**src/rtl/core/assert_macros.svh**
```systemverilog
// ----------------------------------------------------------------------------
// assert_macros
// Assertion helpers for the RTL.
// ----------------------------------------------------------------------------
`ifndef ASSERT_MACROS_SVH
`define ASSERT_MACROS_SVH

// same-cycle implication, disabled in reset
`define BEI_ASSERT_IMP(lbl, clk, rst_n, a, b) \
    lbl: assert property (@(posedge clk) disable iff (!rst_n) (a) |-> (b)) \
        else $error("assertion failed");

// next-cycle implication, disabled in reset
`define BEI_ASSERT_NXT(lbl, clk, rst_n, a, b) \
    lbl: assert property (@(posedge clk) disable iff (!rst_n) (a) |=> (b)) \
        else $error("assertion failed");

`endif

```
**src/rtl/core/bei_pkg.sv**
```systemverilog
// ----------------------------------------------------------------------------
// bei_pkg
// Types, codes and the cosine weight function of the envelope interpolator.
// ----------------------------------------------------------------------------
package bei_pkg;

    localparam int DEF_MAX_POINTS     = 64;
    localparam int DEF_COS_TABLE_SIZE = 256;

    localparam logic [63:0] PI_HALF_Q30 = 64'd1686629713;
    localparam logic [63:0] ONE_Q30     = 64'd1073741824;

    localparam logic [2:0] CMD_ADD    = 3'd0;
    localparam logic [2:0] CMD_REMOVE = 3'd1;
    localparam logic [2:0] CMD_SET    = 3'd2;
    localparam logic [2:0] CMD_CLEAR  = 3'd3;
    localparam logic [2:0] CMD_EVAL   = 3'd4;

    localparam logic [1:0] ST_OK    = 2'd0;
    localparam logic [1:0] ST_FULL  = 2'd1;
    localparam logic [1:0] ST_RANGE = 2'd2;
    localparam logic [1:0] ST_EMPTY = 2'd3;

    localparam logic [1:0] MODE_STEP   = 2'd0;
    localparam logic [1:0] MODE_LINEAR = 2'd1;
    localparam logic [1:0] MODE_COSINE = 2'd2;

    typedef enum logic [4:0] {
        OP_NONE,
        OP_LOAD,
        OP_ADD_RD,
        OP_SHIFT_UP,
        OP_INSERT,
        OP_REM_RD,
        OP_SHIFT_DN,
        OP_DEC,
        OP_SET,
        OP_CLR,
        OP_EV_RD,
        OP_TAKE_A,
        OP_TAKE_B,
        OP_SRCH_INIT,
        OP_SRCH_RD,
        OP_SRCH_UPD,
        OP_PAIR_RD,
        OP_SETUP,
        OP_DIV_STEP,
        OP_WIDX,
        OP_WEIGHT,
        OP_MUL,
        OP_ROUND
    } dp_op_t;

    typedef struct packed {
        dp_op_t op;
    } dp_ctrl_t;

    typedef struct packed {
        logic [2:0] cmd;
        logic       fail;
        logic       i_zero;
        logic       a_gt;
        logic       rem_last;
        logic       ends_a;
        logic       ends_b;
        logic       adj;
        logic       step_mode;
        logic       div_last;
    } dp_stat_t;

    // sin^2 weight in Q1.16 from a Q30 angle; elaboration only
    function automatic logic [16:0] cos_weight(input logic [63:0] y);
        logic [63:0] y2;
        logic [63:0] term;
        logic [63:0] pos;
        logic [63:0] neg;
        logic [63:0] s;
        logic [63:0] sq;
        y2   = (y * y) >> 30;
        term = y;
        pos  = y;
        neg  = 64'd0;
        for (int k = 1; k <= 12; k++) begin
            term = (term * y2) >> 30;
            term = term / 64'((2 * k) * (2 * k + 1));
            if (k % 2 == 1) begin
                neg = neg + term;
            end
            else begin
                pos = pos + term;
            end
        end
        s = (pos > neg) ? pos - neg : 64'd0;
        if (s > ONE_Q30) begin
            s = ONE_Q30;
        end
        sq = (s * s + (64'd1 << 43)) >> 44;
        return sq[16:0];
    endfunction

endpackage

```
**src/rtl/core/bei_ctrl.sv**
```systemverilog
// ----------------------------------------------------------------------------
// bei_ctrl
// Sequencer: steps the datapath through edit, search and interpolation.
// ----------------------------------------------------------------------------
module bei_ctrl
    import bei_pkg::*;
(
    input  logic     clk,
    input  logic     rst_n,
    input  logic     start,
    input  dp_stat_t stat,
    output dp_ctrl_t ctrl,
    output logic     busy,
    output logic     done
);

    typedef enum logic [3:0] {
        S_IDLE,
        S_DISPATCH,
        S_ADD_CHK,
        S_ADD_CMP,
        S_REM_CHK,
        S_REM_WR,
        S_EV_ENDS,
        S_SRCH_CHK,
        S_SRCH_UPD,
        S_PAIR,
        S_DIV,
        S_WIDX,
        S_WEIGHT,
        S_MUL,
        S_ROUND,
        S_FINISH
    } state_t;

    state_t state_reg;
    state_t state_next;
    logic   busy_reg;
    logic   done_reg;

    always_comb
    begin
        state_next = state_reg;
        ctrl.op    = OP_NONE;
        unique case (state_reg)
            S_IDLE:
            begin
                if (start)
                begin
                    ctrl.op    = OP_LOAD;
                    state_next = S_DISPATCH;
                end
            end
            S_DISPATCH:
            begin
                state_next = S_FINISH;
                if (!stat.fail)
                begin
                    unique case (stat.cmd)
                        CMD_ADD:    state_next = S_ADD_CHK;
                        CMD_REMOVE: state_next = S_REM_CHK;
                        CMD_SET:    ctrl.op = OP_SET;
                        CMD_CLEAR:  ctrl.op = OP_CLR;
                        CMD_EVAL:
                        begin
                            ctrl.op    = OP_EV_RD;
                            state_next = S_EV_ENDS;
                        end
                        default:
                        begin
                        end
                    endcase
                end
            end
            S_ADD_CHK:
            begin
                if (stat.i_zero)
                begin
                    ctrl.op    = OP_INSERT;
                    state_next = S_FINISH;
                end
                else
                begin
                    ctrl.op    = OP_ADD_RD;
                    state_next = S_ADD_CMP;
                end
            end
            S_ADD_CMP:
            begin
                // move entries up while they lie past the new position
                if (stat.a_gt)
                begin
                    ctrl.op    = OP_SHIFT_UP;
                    state_next = S_ADD_CHK;
                end
                else
                begin
                    ctrl.op    = OP_INSERT;
                    state_next = S_FINISH;
                end
            end
            S_REM_CHK:
            begin
                if (stat.rem_last)
                begin
                    ctrl.op    = OP_DEC;
                    state_next = S_FINISH;
                end
                else
                begin
                    ctrl.op    = OP_REM_RD;
                    state_next = S_REM_WR;
                end
            end
            S_REM_WR:
            begin
                ctrl.op    = OP_SHIFT_DN;
                state_next = S_REM_CHK;
            end
            S_EV_ENDS:
            begin
                priority if (stat.ends_a)
                begin
                    ctrl.op    = OP_TAKE_A;
                    state_next = S_FINISH;
                end
                else if (stat.ends_b)
                begin
                    ctrl.op    = OP_TAKE_B;
                    state_next = S_FINISH;
                end
                else
                begin
                    ctrl.op    = OP_SRCH_INIT;
                    state_next = S_SRCH_CHK;
                end
            end
            S_SRCH_CHK:
            begin
                if (stat.adj)
                begin
                    ctrl.op    = OP_PAIR_RD;
                    state_next = S_PAIR;
                end
                else
                begin
                    ctrl.op    = OP_SRCH_RD;
                    state_next = S_SRCH_UPD;
                end
            end
            S_SRCH_UPD:
            begin
                ctrl.op    = OP_SRCH_UPD;
                state_next = S_SRCH_CHK;
            end
            S_PAIR:
            begin
                if (stat.step_mode)
                begin
                    ctrl.op    = OP_TAKE_A;
                    state_next = S_FINISH;
                end
                else
                begin
                    ctrl.op    = OP_SETUP;
                    state_next = S_DIV;
                end
            end
            S_DIV:
            begin
                ctrl.op = OP_DIV_STEP;
                if (stat.div_last)
                begin
                    state_next = S_WIDX;
                end
            end
            S_WIDX:
            begin
                ctrl.op    = OP_WIDX;
                state_next = S_WEIGHT;
            end
            S_WEIGHT:
            begin
                ctrl.op    = OP_WEIGHT;
                state_next = S_MUL;
            end
            S_MUL:
            begin
                ctrl.op    = OP_MUL;
                state_next = S_ROUND;
            end
            S_ROUND:
            begin
                ctrl.op    = OP_ROUND;
                state_next = S_FINISH;
            end
            S_FINISH:
            begin
                state_next = S_IDLE;
            end
            default:
            begin
                state_next = S_IDLE;
            end
        endcase
    end

    always_ff @(posedge clk or negedge rst_n)
    begin
        if (!rst_n)
        begin
            state_reg <= S_IDLE;
            busy_reg  <= 1'b0;
            done_reg  <= 1'b0;
        end
        else
        begin
            state_reg <= state_next;
            busy_reg  <= state_next != S_IDLE;
            done_reg  <= state_next == S_FINISH;
        end
    end

    assign busy = busy_reg;
    assign done = done_reg;

endmodule

```
**config.mk**
```make
export PLATFORM = sky130hd
export DESIGN_NAME = bei_ctrl
export DESIGN_NICKNAME = d
export VERILOG_FILES = /design/src/rtl/core/assert_macros.svh /design/src/rtl/core/bei_pkg.sv /design/src/rtl/core/bei_ctrl.sv
export SDC_FILE = /design/constraint.sdc
export NUM_CORES = 1
export LEC_CHECK = 0
export BUFFER_PORTS_ARGS = -buffer_cell sky130_fd_sc_hd__buf_2
export CAP_MARGIN = 20
export CORE_MARGIN = 2
export CORE_UTILIZATION = 25
export CTS_CLUSTER_DIAMETER = 60
export DETAILED_ROUTE_END_ITERATION = 12
export HOLD_SLACK_MARGIN = 0.12
export PLACE_DENSITY_LB_ADDON = 0.12
export SLEW_MARGIN = 20
export SYNTH_ARGS = -nofsm -noshare
export SYNTH_HDL_FRONTEND = slang
export SYNTH_SLANG_ARGS = --single-unit
```
**constraint.sdc**
```tcl
create_clock -name clk -period 4.6 [get_ports clk]
set_input_delay 0.46 -clock clk [delete_from_list [all_inputs] [get_ports clk]]
set_output_delay 0.46 -clock clk [all_outputs]
set_load 0.01 [all_outputs]
```
; ---- Word-level counts from Yosys, hierarchy flattened
; Cells that the tools add are included.
[op_classes]
n_mux = 23
n_eq_ne = 20
reduce_logical = 3
[ops]
columns = operator, count
row1 = 5-bit one-hot mux with 15 select lines, 1
row2 = 4-bit one-hot mux with 16 select lines, 1
row3 = "4-bit == test, second input constant", 9
row4 = 4-bit 2-to-1 mux, 9
row5 = 4-bit one-hot mux with 3 select lines, 2
row6 = "4-bit by 3-bit == test with 1-bit output, second input constant", 4
row7 = 3-bit 2-to-1 mux, 4
row8 = 5-bit 2-to-1 mux, 2
row9 = "4-bit by 2-bit == test with 1-bit output, second input constant", 2
row10 = "3-bit by 2-bit == test with 1-bit output, second input constant", 2
row11 = "4-bit by 1-bit == test with 1-bit output, second input constant", 1
row12 = 4-bit zero test, 1
row13 = 4-bit nonzero test, 1
row14 = "3-bit by 1-bit == test with 1-bit output, second input constant", 1
row15 = "3-bit == test, second input constant", 1
row16 = 3-bit zero test, 1
row17 = 1-bit 2-to-1 mux, 3
row18 = 2-bit 2-to-1 mux, 1
[totals]
in_bits = 15
word_cells = 49
register_bits = 6

; ---- Logic depth before layout (Yosys ltp)
[depth]
depth_word = 5
depth_mapped = 7
depth_no_buf = 5

; ---- Worst setup path before layout
; OpenSTA, ideal clock, no wires.
[synth_path]
path_kind = reg-to-output
from = register state_reg[1]
to = output port ctrl[0] (netlist bit)
path_stages_with_launch = 6
path_slack_ps = 2832
t_arrival_ps = 1308
cell_sequence = dfrtp_1 -> buf_2 -> buf_2 -> a221oi_1 -> a31oi_1 -> o221ai_1
[synth_lines]
columns = element, line_no
row1 = "start, declared", bei_ctrl.sv:36  ; state_t state_reg;
row2 = "start signal, assigned", bei_ctrl.sv:218  ; state_reg <= state_next;
row3 = "end, declared", bei_ctrl.sv:12  ; output dp_ctrl_t ctrl,

==> out/qor.yml <==
synth_edf_count: 0
dp_hpwl_um: 1654
die_h_um: 57.08
dieArea_mm2: 0.003258
std_cell_rows: 19
antenna_left: 0
syn_area_per_cell_um2: 7.044
yosysUniqueCellTypes: 37
cts_buffers: 3
io_buffer_count: 21
start_util_pct: 25.99
critPathCapture: "ctrl[1]"
worst_slew_pin_slew_ns: 0.6895
cts_tree: "yes"
hold_slack_ns: 0.5582
synth_top_area_share_pct: 21.31
grt_max_degree: 25
crit_cells: 6
setup_slack_ns: 2.150
vias_per_cell: 5.581
ir_drop_v: 0.0003645
remaining_drc_errors: 0
cts_root_buf: "clkbuf_4"
synthCells: 100
outcome: "finished, final reports clean"
gr-usage-all-layers_pct: 13.83
largest_register_ff_count: 4
clock-sinks: 6
rr_endpoint: "busy"
firstDrtPassIters: 4
slew_headroom_pct: 54.04
yosys.area.top_type: "dfrtp_1"
routabilityCongestion: 0.8513
period_share_pct: 53.26
synth-seq-area-share_pct: 21.31
r2r_start: "state_reg[1]"
critPathMaxFanout: 21
cp-start-kind: "flip-flop"
path_cells: "nand2b_1, a211oi_1, a41oi_1, o31a_1, o2111ai_1, buf_2"
crit_path_top_delay_cell: "dfrtp_1"
cts_max_level: 1
synthToLayoutAreaGrowth_pct: 19.72
clockBufferDepth: 2
post-route-min-period_ns: 2.450
drt-initial-drc-count: 39
ys_warn_count: 0
clk_latency_ns: 0.25
drv_cap: 0
drive_above_1_share_pct: 23.93
grt_remaining_overflow: 0
vias: 826
synthFlopType: "dfrtp_1"
setup_tns_ns: 0
ios: 22
slew_violations: 0
die_w_um: 57.08
synth_seq_cells: 6
power.density_mw_per_mm2: 749.9
final_hold_viol_count: 0
post_drt_wl_per_cell_um: 14.61
r2r_slack_ns: 2.58
place_ws_ns: 2.405
end_kind: "output pin"
cts.repair.resized: 0
synth_area_um2: 704.4
grt_setup_unrepaired: "no"
leakagePower_nw: 0.3507
fmax_mhz: 408.2
r2r_cells: 5
syn-num-nets: 115
coreArea_mm2: 0.002710
max_stage_delay_ns: 0.73
crit_start: "state_reg[2]"
cp.arrival_ns: 1.99
async_reset_ff_share_pct: 100.0
skew_ns: 0.008445
layout.nets: 134
worst-setup-path-type: "flip-flop to output pin"
grt_pass1_wl_um: 3505
n_antenna_cell: 0
cts.clk_slew.worst_paths_ns: 0.05
critPathTopFamily: "flip-flops"
setup_violations: 0
grt_pass1_vias: 741
antenna_found_initial: 0
crit_buf_inv: 1
min_path_type: "input pin to asynchronous set/reset pin"
required_ns: 4.14
routed_wl_um: 2163
synth_top_cells_by_area: "dfrtp_1 (21%), nor2_1 (6.4%), a21oi_1 (5.7%), o21ai_0 (5.7%), nand2b_1 (4.4%)"
-- cell usage after synthesis, types with 2 or more instances --
library cell / instances
nor2_1: 12
a21oi_1: 8
o21ai_0: 8
buf_2: 6
dfrtp_1: 6
inv_1: 6
nand2_1: 6
nand2b_1: 5
nor2b_1: 4
nand3_1: 3
nor3_1: 3
or3_1: 3
a32oi_1: 2
clkbuf_1: 2
o2111ai_1: 2
o211ai_1: 2
o22ai_1: 2
-- worst min path at each step --
| stage | startpoint | endpoint | slack, ns | cells past startpoint |
|---|---|---|---|---|
| 6_report | rst_n | state_reg[0] | 0.56 | 2 |
| 5_1_grt | rst_n | state_reg[0] | 0.58 | 2 |
| 4_1_cts | rst_n | busy | 0.56 | 2 |
| 3_5_place_dp | rst_n | done | 0.29 | 1 |
| 3_3_place_gp | rst_n | done | 0.29 | 1 |
| 2_1_floorplan | rst_n | busy | 0.16 | 0 |
-- layer usage --
layer / part of all wire (%) / global-route usage [%] / vias to the layer above
met5: 0 / 0 / -
met4: 1.3 / 4.983 / 0
met3: 5.5 / 1.587 / 4
met2: 47 / 22.82 / 37
met1: 46 / 18.68 / 380
li1: - / - / 405
-- cell usage in the layout (no fill, tap or decap), types with 2 or more instances in the layout --
cell type / count
o22ai_1: 2
clkbuf_4: 3
a32oi_1: 2
nor3_1: 3
o211ai_1: 2
nor2_1: 12
nor2b_1: 4
or3_1: 3
a21oi_1: 8
inv_1: 6
o21ai_0: 8
buf_2: 21
nand2_1: 6
nand3_1: 3
dfrtp_1: 6
nand2b_1: 5
o2111ai_1: 2
-- cell type report --
type | count | area (um2)
well taps | 31 | 38.79
inverters | 6 | 22.52
multi-input cells | 80 | 494.2
fillers | 314 | 1867
clock buffers | 3 | 22.52
flip-flops and latches | 6 | 150.1
repair buffers | 22 | 115.1
-- through the flow --
stage | util [%] | cells | instance area (um2) | power, mW
after floorplan | - | 100 | 704.4 | 0.4650
after global placement | 29.92 | 144 | 810.8 | 0.5836
after detailed placement | 29.92 | 144 | 810.8 | 0.5772
after CTS | 31.12 | 148 | 843.3 | 0.6304
after global routing | 31.12 | 148 | 843.3 | 0.6855
final | 31.12 | 148 | 843.3 | 0.6324
-- power breakdown --
part / total (mW) / leakage, nW / switching [mW] / internal (mW)
sequential: 0.174 / 0.0679 / 0.0976 / 0.0762
clock: 0.0496 / 0.0138 / 0.0200 / 0.0296
combinational: 0.409 / 0.269 / 0.231 / 0.178
total: 0.632 / 0.351 / 0.348 / 0.284
-- what timing repair did --
| action | 4_1_cts | 5_1_grt |
|---|---|---|
| hold buffers | 1 | 0 |
| endpoints found under the hold margin | 6 | 0 |
| setup buffers | 0 | 0 |
| endpoints found under the setup margin | 0 | 0 |
-- cell families after synthesis --
family                 Yosys count  share of synthesized area [%]
AND/OR/NAND/NOR                 43                          33.92
flip-flops                       6                          21.31
AO/OA/AOI/OAI                   37                          36.24
buffers and inverters           14                          8.526
No activity file was read; power rests on OpenSTA's default activity.
